`src/bfp_pkg.sv`:
```
// Package for the branch flow predecoder: flow class codes, opcode patterns
// and the decode result struct shared by the decoder and the top level.
// Depends on nothing.
package bfp_pkg;

  localparam int unsigned WORD_W = 16;
  localparam int unsigned ADDR_W = 22;
  localparam int unsigned OFFS_W = 6;

  // Flow class codes as they appear on the flow_class port.
  typedef enum logic [2:0] {
    FLOW_NONE = 3'd0,
    FLOW_JUMP = 3'd1,
    FLOW_COND = 3'd2,
    FLOW_RET  = 3'd3,
    FLOW_CALL = 3'd4
  } flow_class_t;

  // Short relative jumps: opcode field in the upper nine bits.
  localparam logic [WORD_W-1:0] SHORT_MASK = 16'hFF80;
  localparam logic [WORD_W-1:0] JMP_SHORT  = 16'hEE00;
  localparam logic [WORD_W-1:0] COND_0     = 16'h0E00;
  localparam logic [WORD_W-1:0] COND_4     = 16'h4E00;
  localparam logic [WORD_W-1:0] COND_5     = 16'h5E00;
  localparam logic [WORD_W-1:0] COND_7     = 16'h7E00;
  localparam logic [WORD_W-1:0] COND_9     = 16'h9E00;
  localparam logic [WORD_W-1:0] COND_B     = 16'hBE00;

  // Returns from subroutine and from interrupt.
  localparam logic [WORD_W-1:0] RET_SUB    = 16'h9A90;
  localparam logic [WORD_W-1:0] RET_INT    = 16'h9A98;

  // Long jump within the 64K-word page of the next address.
  localparam logic [WORD_W-1:0] JMP_LONG   = 16'h9F0F;

  // Call and goto carry six high target bits in the instruction.
  localparam logic [WORD_W-1:0] CALL_MASK  = 16'hF1C0;
  localparam logic [WORD_W-1:0] CALL_CODE  = 16'hF040;
  localparam logic [WORD_W-1:0] GOTO_MASK  = 16'hFFC0;
  localparam logic [WORD_W-1:0] GOTO_CODE  = 16'hFE80;

  // One decoded result beat.
  typedef struct packed {
    flow_class_t       flow_class;
    logic              target_valid;
    logic [ADDR_W-1:0] target;
  } bfp_result_t;

endpackage

```
`src/bfp_decode.sv`:
```
// Combinational control-flow decoder for one instruction word.
// Depends on bfp_pkg for the opcode patterns and the result struct.
module bfp_decode
  import bfp_pkg::*;
(
  input  logic [WORD_W-1:0] instr_word,
  input  logic [ADDR_W-1:0] instr_address,
  input  logic [WORD_W-1:0] next_word,
  input  logic              next_present,
  output bfp_result_t       result
);

  logic [ADDR_W-1:0] next_addr;
  logic [ADDR_W-1:0] offset;
  logic [ADDR_W-1:0] short_target;
  logic [ADDR_W-1:0] long_target;
  logic [ADDR_W-1:0] call_target;
  logic [WORD_W-1:0] short_op;
  logic              is_cond;

  // Address of the following word, wrapping at the top of the space.
  assign next_addr = instr_address + ADDR_W'(1);

  // Short target: bit 6 selects a backward step.
  assign offset       = ADDR_W'(instr_word[OFFS_W-1:0]);
  assign short_target = instr_word[OFFS_W] ? (next_addr - offset) : (next_addr + offset);

  // Long jump keeps the page of the next address; call and goto take their
  // page from the instruction.
  assign long_target = {next_addr[ADDR_W-1:WORD_W], next_word};
  assign call_target = {instr_word[OFFS_W-1:0], next_word};

  assign short_op = instr_word & SHORT_MASK;
  assign is_cond  = (short_op == COND_0) || (short_op == COND_4) || (short_op == COND_5) ||
                    (short_op == COND_7) || (short_op == COND_9) || (short_op == COND_B);

  // Priority decode, first match wins.
  always_comb begin
    result.flow_class   = FLOW_NONE;
    result.target_valid = 1'b0;
    result.target       = '0;
    if (short_op == JMP_SHORT) begin
      result.flow_class   = FLOW_JUMP;
      result.target_valid = 1'b1;
      result.target       = short_target;
    end else if (is_cond) begin
      result.flow_class   = FLOW_COND;
      result.target_valid = 1'b1;
      result.target       = short_target;
    end else if ((instr_word == RET_SUB) || (instr_word == RET_INT)) begin
      result.flow_class = FLOW_RET;
    end else if (instr_word == JMP_LONG) begin
      result.flow_class = FLOW_JUMP;
      if (next_present) begin
        result.target_valid = 1'b1;
        result.target       = long_target;
      end
    end else if ((instr_word & CALL_MASK) == CALL_CODE) begin
      result.flow_class = FLOW_CALL;
      if (next_present) begin
        result.target_valid = 1'b1;
        result.target       = call_target;
      end
    end else if ((instr_word & GOTO_MASK) == GOTO_CODE) begin
      result.flow_class = FLOW_JUMP;
      if (next_present) begin
        result.target_valid = 1'b1;
        result.target       = call_target;
      end
    end
  end

endmodule

```
`src/branch_flow_predecode.sv`:
```
// Top level of the branch flow predecoder: input register, decoder and
// result register with valid/ready on both sides.
// Depends on bfp_pkg and bfp_decode.
//
//   channel | direction | handshake            | payload
//   --------+-----------+----------------------+-----------------------------------------------
//   in      | input     | in_valid / in_ready   | instr_word, instr_address, next_word, next_present
//   out     | output    | out_valid / out_ready | flow_class, target_valid, target_word_address
//
// One beat is accepted every cycle unless the output stalls; each result
// passes through the input register and then the result register.
// Reset clears only the two valid flags; the data registers are not reset.
// When the output stalls, the input register still takes one more beat,
// and in_ready drops only when both registers hold waiting beats.
module branch_flow_predecode
  import bfp_pkg::*;
(
  input  logic              clk,
  input  logic              rst,
  input  logic              in_valid,
  output logic              in_ready,
  input  logic [WORD_W-1:0] instr_word,
  input  logic [ADDR_W-1:0] instr_address,
  input  logic [WORD_W-1:0] next_word,
  input  logic              next_present,
  output logic              out_valid,
  input  logic              out_ready,
  output logic [2:0]        flow_class,
  output logic              target_valid,
  output logic [ADDR_W-1:0] target_word_address
);

  logic              s1_valid;
  logic [WORD_W-1:0] s1_word;
  logic [ADDR_W-1:0] s1_address;
  logic [WORD_W-1:0] s1_next_word;
  logic              s1_next_present;
  logic              s1_advance;
  bfp_result_t       dec_result;
  bfp_result_t       out_result;

  // Stage handshakes: the result register frees up when empty or taken.
  assign s1_advance = !out_valid || out_ready;
  assign in_ready   = !s1_valid || s1_advance;

  // Input register.
  always_ff @(posedge clk) begin
    if (rst) begin
      s1_valid <= 1'b0;
    end else if (in_ready) begin
      s1_valid <= in_valid;
    end
    if (in_valid && in_ready) begin
      s1_word         <= instr_word;
      s1_address      <= instr_address;
      s1_next_word    <= next_word;
      s1_next_present <= next_present;
    end
  end

  // Decode between the two registers.
  bfp_decode u_decode (
    .instr_word    (s1_word),
    .instr_address (s1_address),
    .next_word     (s1_next_word),
    .next_present  (s1_next_present),
    .result        (dec_result)
  );

  // Result register.
  always_ff @(posedge clk) begin
    if (rst) begin
      out_valid <= 1'b0;
    end else if (s1_advance) begin
      out_valid <= s1_valid;
    end
    if (s1_valid && s1_advance) begin
      out_result <= dec_result;
    end
  end

  assign flow_class          = out_result.flow_class;
  assign target_valid        = out_result.target_valid;
  assign target_word_address = out_result.target;

  // A decoded beat moves into the result register when it advances.
  a_stage_moves: assert property (@(posedge clk) disable iff (rst)
    s1_valid && s1_advance |=> out_valid)
    else $error("decoded beat was not registered as a result");

  // With both registers empty the block must take input.
  a_empty_ready: assert property (@(posedge clk) disable iff (rst)
    !s1_valid && !out_valid |-> in_ready)
    else $error("empty pipeline refused input");

  // Reset empties both registers.
  a_reset_clear: assert property (@(posedge clk)
    rst |=> !out_valid && !s1_valid)
    else $error("valid flags survived reset");

  // Classes without a target never report one.
  a_no_target: assert property (@(posedge clk) disable iff (rst)
    out_valid && (flow_class == FLOW_NONE || flow_class == FLOW_RET)
      |-> !target_valid && target_word_address == '0)
    else $error("target reported for a class without one");

  // Conditional jumps always have a short target.
  a_cond_target: assert property (@(posedge clk) disable iff (rst)
    out_valid && flow_class == FLOW_COND |-> target_valid)
    else $error("conditional jump without target");

endmodule

```
`config.mk`:
```
export PLATFORM = sky130hd
export DESIGN_NAME = branch_flow_predecode
export DESIGN_NICKNAME = d
export VERILOG_FILES = /design/src/bfp_pkg.sv /design/src/bfp_decode.sv /design/src/branch_flow_predecode.sv
export SDC_FILE = /design/constraint.sdc
export NUM_CORES = 1
export LEC_CHECK = 0
export BUFFER_PORTS_ARGS = -buffer_cell sky130_fd_sc_hd__buf_2
export CAP_MARGIN = 20
export CORE_MARGIN = 2
export CORE_UTILIZATION = 45
export DETAILED_ROUTE_END_ITERATION = 8
export PLACE_DENSITY = 0.78
export SLEW_MARGIN = 20
export SYNTH_ARGS = -nofsm -noshare
export SYNTH_HDL_FRONTEND = slang
export SYNTH_SLANG_ARGS = --single-unit
```
`constraint.sdc`:
```
create_clock -name clk -period 3.1 [get_ports clk]
set_input_delay 0.155 -clock clk [delete_from_list [all_inputs] [get_ports clk]]
set_output_delay 0.155 -clock clk [all_outputs]
set_load 0.05 [all_outputs]
```
# After elaboration in Yosys (flattened, before gate mapping)
# Cells that the tools add are included.
[word_totals]
reg_bits = 83
latchBits = 0
mem_bits_rw = 0
rom_bits = 0
in_bits = 59
out_inout_bits = 28
wordCells = 49
n_memories = 0
[op_classes]
n_addsub = 3
n_mul = 0
div = 0
n_lt_le_gt_ge = 0
eq_ne = 12
shift = 0
n_mux = 10
bitwise = 0
reduce_logical = 14
[ops]
columns = ["cell", "count"]
rows = [
  ["two-way mux 23 bit", 3],
  ["two-way mux 25 bit", 2],
  ["== test 16 bit (second input constant)", 3],
  ["two-way mux 22 bit", 2],
  ["== test 9 x 8 -> 1 bit (second input constant)", 3],
  ["== test 9 bit (second input constant)", 3],
  ["two-way mux 26 bit", 1],
  ["two-way mux 24 bit", 1],
  ["adder 22 x 1 -> 22 bit (second input constant)", 1],
  ["adder 22 x 6 -> 22 bit", 1],
  ["subtractor 22 x 6 -> 22 bit", 1],
  ["== test 10 bit (second input constant)", 1],
  ["== test 9 x 5 -> 1 bit (second input constant)", 1],
  ["logical OR 1 bit", 8],
  ["== test 7 bit (second input constant)", 1],
  ["OR reduction 4 bit", 1],
  ["logical AND 1 bit", 2],
  ["zero test 1 bit", 2],
  ["two-way mux 2 bit", 1],
  ["OR reduction 2 bit", 1],
]

# Longest topological paths before layout
# Gate-level depths: netlist (run 1).
[logic_depth]
word_depth = 8
ltp_mapped = 13
mapped_depth_nobuf = 13

# Cells and area by module
# A second synthesis (run 1) with hierarchy kept.
[unflattened]
cells_unflattened = 401
hier_area_um2 = 4639.4
[modules_own_cells]
columns = ["mod", "n_inst", "cells_per_inst", "area_each_um2", "seq_area_each_um2"]
rows = [
  ["branch_flow_predecode", 1, 91, 2536.2, 2472.4],
  ["bfp_decode", 1, 310, 2103.3, 0.0],
]

# Worst setup path after synthesis (run 1)
# OpenSTA, ideal clock, no wires.
[synth_timing]
path_kind = "flip-flop to flip-flop"
startpoint = "reg s1_address[0]"
endpoint = "reg out_result (netlist bit target_word_address[19]) (data pin)"
setup_ns = 0.257
t_arrival_ns = 3.116
required_ns = 2.843
setup_slack_ns = -0.273
path_stages_with_launch = 13
path_buffers = 1
synth_period_minus_slack_ns = 3.373
path_cell_list = "edfxtp_1 -> ha_1 -> nand2_1 -> nor4_1 -> nand2_1 -> xnor2_1 -> ha_1 -> clkbuf_1 -> and2_1 -> a221oi_1 -> a221oi_1 -> or4_1 -> a32o_1"
[synth_rtl]
columns = ["element", "line_no", "source"]
rows = [
  ["from (decl)", "branch_flow_predecode.sv:35", "logic [ADDR_W-1:0] s1_address;"],
  ["from (signal assigned)", "branch_flow_predecode.sv:55", "s1_address <= instr_address;"],
  ["to (signal assigned)", "branch_flow_predecode.sv:78", "out_result <= dec_result;"],
  ["to (decl)", "branch_flow_predecode.sv:40", "bfp_result_t out_result;"],
]

==> results of run 1 <==
kinds of logic (layout without fill, tap and decap cells):
logic type	count (synthesis)	after routing	share of synthesized area [%]
and+or+nand+nor	140	140	16.7
muxes	4	4	0.870
adders and majority gates	26	26	7.02
DFF	83	83	52.1
AOI/OAI and AO/OA	103	103	14.9
xor gates and xnor gates	35	35	6.78
buffers and inverters	18	254	1.64
power breakdown:
part	switching (uW)	leakage [uW]	internal, uW	total, uW
Combinational	403	0.00192	377	780
Sequential	43.2	0.000783	1300	1340
Clock	406	0.0000805	293	700
Total	853	0.00278	1970	2820
what timing repair did:
item,CTS,global route
gates resized for setup,16,31
hold buffers,56,0
setup buffers,7,5
setup endpoints to repair,8,12
pin swaps,12,9
hold endpoints to repair,57,0
sequential cells by signal (all words and copies together), names as in the netlist:
| name | cells |
|---|---|
| target_word_address | 22 |
| s1_next_word | 16 |
| s1_valid | 1 |
| target_valid | 1 |
| s1_address | 22 |
| s1_next_present | 1 |
| out_valid | 1 |
| s1_word | 16 |
| flow_class | 3 |
Yosys cell counts (4+ instances only):
| cell | n |
|---|---|
| edfxtp_1 | 81 |
| nand2_1 | 30 |
| nand3_1 | 26 |
| ha_1 | 25 |
| o21ai_0 | 25 |
| a21oi_1 | 20 |
| xnor2_1 | 20 |
| nor2_1 | 16 |
| xor2_1 | 14 |
| nor3_1 | 9 |
| inv_1 | 8 |
| clkbuf_1 | 7 |
| nand2b_1 | 7 |
| nand4_1 | 7 |
| a21o_1 | 6 |
| and3_1 | 6 |
| and2_1 | 5 |
| o21a_1 | 5 |
| a22oi_1 | 4 |
| and4_1 | 4 |
| nor2b_1 | 4 |
how the worst max path moves through the flow:
stage | start | to | slack (ps) | cells after the start
floorplan | s1_address[0]$_DFFE_PP_ | target_word_address[19]$_DFFE_PP_ | -30 | 12
global placement | s1_address[8]$_DFFE_PP_ | target_word_address[21]$_DFFE_PP_ | -120 | 12
detailed placement | s1_address[7]$_DFFE_PP_ | target_word_address[21]$_DFFE_PP_ | -200 | 11
CTS | s1_address[0]$_DFFE_PP_ | target_word_address[21]$_DFFE_PP_ | -90 | 14
global route | s1_address[1]$_DFFE_PP_ | target_word_address[21]$_DFFE_PP_ | -250 | 14
finish | s1_address[0]$_DFFE_PP_ | target_word_address[19]$_DFFE_PP_ | -130 | 12
per-stage QoR:
step / util (%) / TNS, ps
after global placement: 57.5 / -372
final: 67.7 / -418
after floorplan: - / -28.1
after CTS: 65.8 / -224
after detailed placement: 57.5 / -697
after global routing: 67.7 / -2010
cell type report:
| type | instances | area, um^2 |
|---|---|---|
| fillers | 781 | 3320 |
| flip-flops and latches | 83 | 2470 |
| multi-input cells | 308 | 2450 |
| repair buffers | 230 | 1670 |
| well taps | 136 | 170 |
| clock buffers | 12 | 135 |
| clock inverters | 4 | 30.0 |
| inverters | 8 | 30.0 |
worst max-delay path: cells and delay by family (launching register included):
kind                       cells  cell delay [ps]
AOI/OAI and AO/OA              3              670
xor gates and xnor gates       1              200
adders and majority gates      2              480
buffers and inverters          1              180
DFF                            1              380
and+or+nand+nor                5             1090
per-layer routing:
layer,global-route usage [%],up-vias,routed length [um]
met2,45.3,149,7000
met5,0,-,0
met1,28.1,2084,5580
li1,-,2055,-
met4,7.70,0,317
met3,4.56,29,680
==> metrics.md, run 1 <==
| Metric | Value |
|---|---|
| Hold Crit Start | `in_valid` |
| R2r endpoint | `target_word_address[19]$_DFFE_PP_` |
| Synth unique cells | `68` |
| Slowest stage delay, CP | `470 ps` |
| Failing checks | `setup timing` |
| Cell area power density | `405 mW/mm^2` |
| Critical path endpoint category | `flip-flop` |
| Worst slew margin | `42.0%` |
| GPL Wtd Cong | `0.908` |
| Starting Density | `46.2%` |
| Yosys warns | `0` |
| Max-cap violation count | `0` |
| Max Clk Rate | `0.309 GHz` |
| 1st-iter DRT viols | `229` |
| Main synth FF type | `edfxtp_1` |
| Vias/cell | `5.53` |
| Post-synthesis async set-or-reset flop share | `0%` |
| Sequential area share after synthesis | `52.1%` |
| CTS clk-pin slew, worst paths | `90 ps` |
| Root Driver | `clkbuf_8` |
| Yosys top cell area share | `51.3%` |
| Reg2reg setup slack | `-130 ps` |
| Synthesized flop and latch total | `83` |
| Post-Layout Cell Count | `781` |
| Number of global-route vias before repair | `4401` |
| Placed inst area | `0.00591 mm^2` |
| Status | `finished, violations left` |
| Layout area overhead | `46.8%` |
| R2R Path Start | `s1_address[0]$_DFFE_PP_` |
| Hold Path Cell Cnt | `3` |
| Critical Path Start Type | `flip-flop` |
| Die extent in x | `107 um` |
| Die Ht | `107 um` |
| Syn_area_per_cell | `11.6 um^2` |
| CTS max path bufs | `2` |
| Core Area | `0.0103 mm^2` |
| CP Max Fanout | `4` |
| Worst-Margin Slew | `870 ps` |
| Die area | `0.0114 mm^2` |
| First-pass GRT wire length | `21100 um` |
| FP Rows | `37` |
| Clock skew | `12.3 ps` |
| Tcrit/Tclk final | `104%` |
| Total CTS buffers | `9` |
| Final WL | `13600 um` |
| Count of input and output buffers | `86` |
| Routed wire per std cell | `17.4 um` |
| Drt drc | `0` |
| R2R depth | `12` |
| Largest area contributor in the netlist | `edfxtp_1` |
| Worst hold path type | `in -> reg` |
| Initial antenna violation count | `0` |
| Syn Std Cell Area | `0.00474 mm^2` |
| CTS tree | `done` |
| Pin count of the biggest net entering global routing | `41` |
| CTS sink cnt | `83` |
| Most frequent cells in the layout | `86 x buf_2, 83 x buf_4, 81 x edfxtp_1, 56 x dlygate4sd3_1, 28 x nand2_1` |
| # diodes | `0` |
| H-tree levels | `3` |
| Antenna viol nets, final | `0` |
| Fin. max-slew vios | `0` |
| Critical Path, Cell by Cell | `ha_2 > nand2_2 > nor4_4 > buf_4 > nand2_1 > xnor2_2 > ha_1 > and2_1 > a221oi_4 > a221oi_2 > or4_1 > a32o_1` |
| RSZ-0062 raised after global routing | `true` |
| Total GRT Usage | `24.3%` |
| Worst Hold Path EP | `s1_valid$_SDFFE_PP0N_` |
| Post-synth EDFFs | `81` |
| CP arrival | `3370 ps` |
| Leakage | `0.00278 uW` |
| Peak VDD IR | `0.272 mV` |
| Final HPWL DP | `9270 um` |
| Syn nets | `494` |
| Setup WS pre-CTS | `-195 ps` |
| Commonest non-fill, non-tap cell in the layout | `buf_2` |
| Final Hold Fails | `0` |
| DP Cell Count | `697` |
| Setup violations, final | `7` |
| Hold slack | `39.5 ps` |
| First-pass DRT Iterations | `4` |
| Ports | `87` |
| Min setup slack post-route | `-132 ps` |
| Top post-synthesis cells by area | `edfxtp_1 51%, ha_1 6.6%, xnor2_1 3.7%` |
| Gr ovfl total | `0` |
| Critical path class | `reg -> reg` |
| Final min period | `3230 ps` |
| Gate Count Post-Synth | `409` |
| Vias | `4317` |
| Req. time, crit path | `3240 ps` |
| Final net count | `725` |
| Fraction of layout cells with a size suffix above 1 | `37.4%` |
| Clk_lat worst skew | `380 ps` |
| Final instance area | `0.00696 mm^2` |
| Crit path max-delay cell type | `or4_1` |
| Final Total Pwr | `2820 uW` |
No activity file was read; power rests on OpenSTA's default activity.
==> run 2, diff against run 1 <==
- CTS_BUF_LIST: unset -> sky130_fd_sc_hd__clkbuf_4 sky130_fd_sc_hd__clkbuf_8
==> run 2 against run 1 <==
Hold slack about the same. Largest power group unchanged. Global-route usage hardly changed. Sequential power hardly changed. The flow still finishes with violations (setup timing). Largest cell class unchanged.
==> metrics.md, run 2 (synthesized netlist as in run 1, its figures left out) <==
| Metric | Value |
|---|---|
| CP Max Fanout | `4 (unchanged)` |
| First-pass GRT wire length | `21200 um (about the same)` |
| Max-cap violation count | `0 (unchanged)` |
| Critical path endpoint category | `flip-flop` |
| Vias/cell | `5.45 (-1.4%)` |
| Tcrit/Tclk final | `105% (+1.0 points)` |
| Int Power | `2000 uW (+1.3%)` |
| CTS clk-pin slew, worst paths | `90 ps (about the same)` |
| Reg2reg setup slack | `-160 ps (-30 ps)` |
| Die area | `0.0114 mm^2 (unchanged)` |
| Initial antenna violation count | `0 (unchanged)` |
| Ports | `87 (unchanged)` |
| Reg area | `0.00247 mm^2 (unchanged)` |
| DR WL met3 | `699 um (+2.8%)` |
| Sequential group share of total power | `47.2% (-0.4 points)` |
| Worst hold path type | `in -> reg` |
| Multi-input gate area | `0.00245 mm^2 (unchanged)` |
| Max Clk Rate | `0.306 GHz (-0.96%)` |
| Drt drc | `0 (unchanged)` |
| 1st-iter DRT viols | `207 (-9.6%)` |
| Switching share of power | `29.9% (-0.35 points)` |
| Min setup slack post-route | `-164 ps (-31.4 ps)` |
| Count of input and output buffers | `86 (unchanged)` |
| FP Rows | `37 (unchanged)` |
| Most frequent cells in the layout | `86 x buf_2, 83 x buf_4, 81 x edfxtp_1, 56 x dlygate4sd3_1, 28 x nand2_1` |
| Top routing layer in use | `met4` |
| Clock skew | `11.7 ps (-0.685 ps)` |
| Final HPWL DP | `9270 um (unchanged)` |
| Layout Utilization | `67.8% (+0.11 points)` |
| Leakage | `0.00279 uW (+0.37%)` |
| Critical path class | `reg -> reg` |
| Final Hold Fails | `0 (unchanged)` |
| Status | `finished, violations left` |
| Filler cell count | `781 (unchanged)` |
| H-tree levels | `3 (unchanged)` |
| CP arrival | `3400 ps (+30 ps)` |
| CTS tree | `done` |
| Critical Path Start Type | `flip-flop` |
| Cell area power density | `408 mW/mm^2 (+0.66%)` |
| Hold slack | `39.3 ps (-0.235 ps)` |
| Layout area overhead | `47.0%` |
| Clock Power Share | `25.4% (+0.6 points)` |
| Commonest non-fill, non-tap cell in the layout | `buf_2` |
| Routed wire per std cell | `17.4 um (about the same)` |
| CTS max path bufs | `2 (unchanged)` |
| Clk_lat worst skew | `380 ps (about the same)` |
| Failing checks | `setup timing` |
| Vias | `4255 (-1.4%)` |
| # diodes | `0 (unchanged)` |
| Core Area | `0.0103 mm^2 (unchanged)` |
| Gr ovfl total | `0 (unchanged)` |
| Pin count of the biggest net entering global routing | `41 (unchanged)` |
| Setup violations, final | `9 (+2)` |
| Die Ht | `107 um (unchanged)` |
| Number of global-route vias before repair | `4401 (unchanged)` |
| Fin. max-slew vios | `0 (unchanged)` |
| CTS sink cnt | `83 (unchanged)` |
| GPL Wtd Cong | `0.908 (unchanged)` |
| Final WL | `13600 um (about the same)` |
| WL met1 | `5560 um (-0.38%)` |
| Antenna viol nets, final | `0 (unchanged)` |
| Final min period | `3260 ps (+31.4 ps)` |
| Peak VDD IR | `0.272 mV (-0.15%)` |
| WL met2 | `7000 um (about the same)` |
| RSZ-0062 raised after global routing | `true` |
| Total CTS buffers | `9 (unchanged)` |
| Worst slew margin | `45.2% (+3.2 points)` |
| Final net count | `725 (unchanged)` |
| Total GRT Usage | `24.4% (+0.039 points)` |
| Starting Density | `46.2% (unchanged)` |
| Worst-Margin Slew | `823 ps (-47.5 ps)` |
| Die extent in x | `107 um (unchanged)` |
| Net Sw Power | `850 uW (-0.34%)` |
| Req. time, crit path | `3240 ps (about the same)` |
| First-pass DRT Iterations | `5 (+1)` |
| Combinational Power Share | `27.4% (-0.2 points)` |
| Root Driver | `clkbuf_8` |
| Fraction of layout cells with a size suffix above 1 | `37.8% (+0.47 points)` |
run 2: cell types whose count changed in the layout (fill, tap and decap cells not counted):
cell      delta
clkbuf_4     +3
clkbuf_1     -3
run 2: worst paths after layout:
| check | cells after the start | startpoint | endpoint |
|---|---|---|---|
| worst min register to register | 2 | s1_next_word[4]$_DFFE_PP_ | target_word_address[4]$_DFFE_PP_ |
| worst max-delay path | 13 | s1_word[0]$_DFFE_PP_ | target_word_address[19]$_DFFE_PP_ |
| worst max register to register | 13 | s1_word[0]$_DFFE_PP_ | target_word_address[19]$_DFFE_PP_ |
| worst min-delay path | 3 | in_valid | s1_valid$_SDFFE_PP0N_ |
run 2: what timing repair did:
item / 4_1_cts / 5_1_grt
hold buffers: 56 / 0
endpoints found under the setup margin: 8 / 12
buffers inserted: 7 / 5
pin swaps: 12 / 9
resized for setup: 16 / 31
endpoints found under the hold margin: 57 / 0
run 2: layout make-up:
class / count / share of cell area, %
tap: 136 / 2.44
multi-input combinational: 308 / 35.2
clock inverter: 4 / 0.431
clock buffer: 12 / 2.10
inverter: 8 / 0.431
timing repair buffer: 230 / 24.0
sequential: 83 / 35.5
run 2: per-stage QoR:
stage | setup WS [ps] | area [um^2] | total power, uW | instances | setup TNS (ps)
finish | -164 | 6970 | 2850 | 781 | -548
global placement | -119 | 5910 | 1990 | 697 | -372
global route | -266 | 6970 | 2970 | 781 | -2190
detailed placement | -195 | 5910 | 2000 | 697 | -697
CTS | -85.0 | 6770 | 2780 | 776 | -224
floorplan | -28.1 | 4780 | 1730 | 409 | -28.1
run 2: worst max-delay path, cell delays in order, from the launching register on:
cell and delay [ps]:
edfxtp_1 460, inv_1 120, ha_2 220, nand2b_4 70
nor2_2 70, nor2_1 50, xnor2_1 200, ha_1 290
a21o_1 200, a31o_4 230, o211ai_1 320, a21oi_2 120
or4_1 410, a32o_1 260
run 2: power by group through the flow:
stage / clock network, uW / registers (uW) / logic [uW]
final: 723 / 1340 / 780
after global routing: 780 / 1350 / 840
after detailed placement: 0 / 1360 / 638
after global placement: 0 / 1360 / 631
after CTS: 724 / 1340 / 721
after floorplan: 0 / 1420 / 309
run 2: metal layers:
metal / vias up / global-route usage [%]
li1: 2058 / -
met1: 2036 / 28.2
met2: 134 / 45.3
met3: 27 / 4.56
met4: 0 / 7.70
met5: - / 0
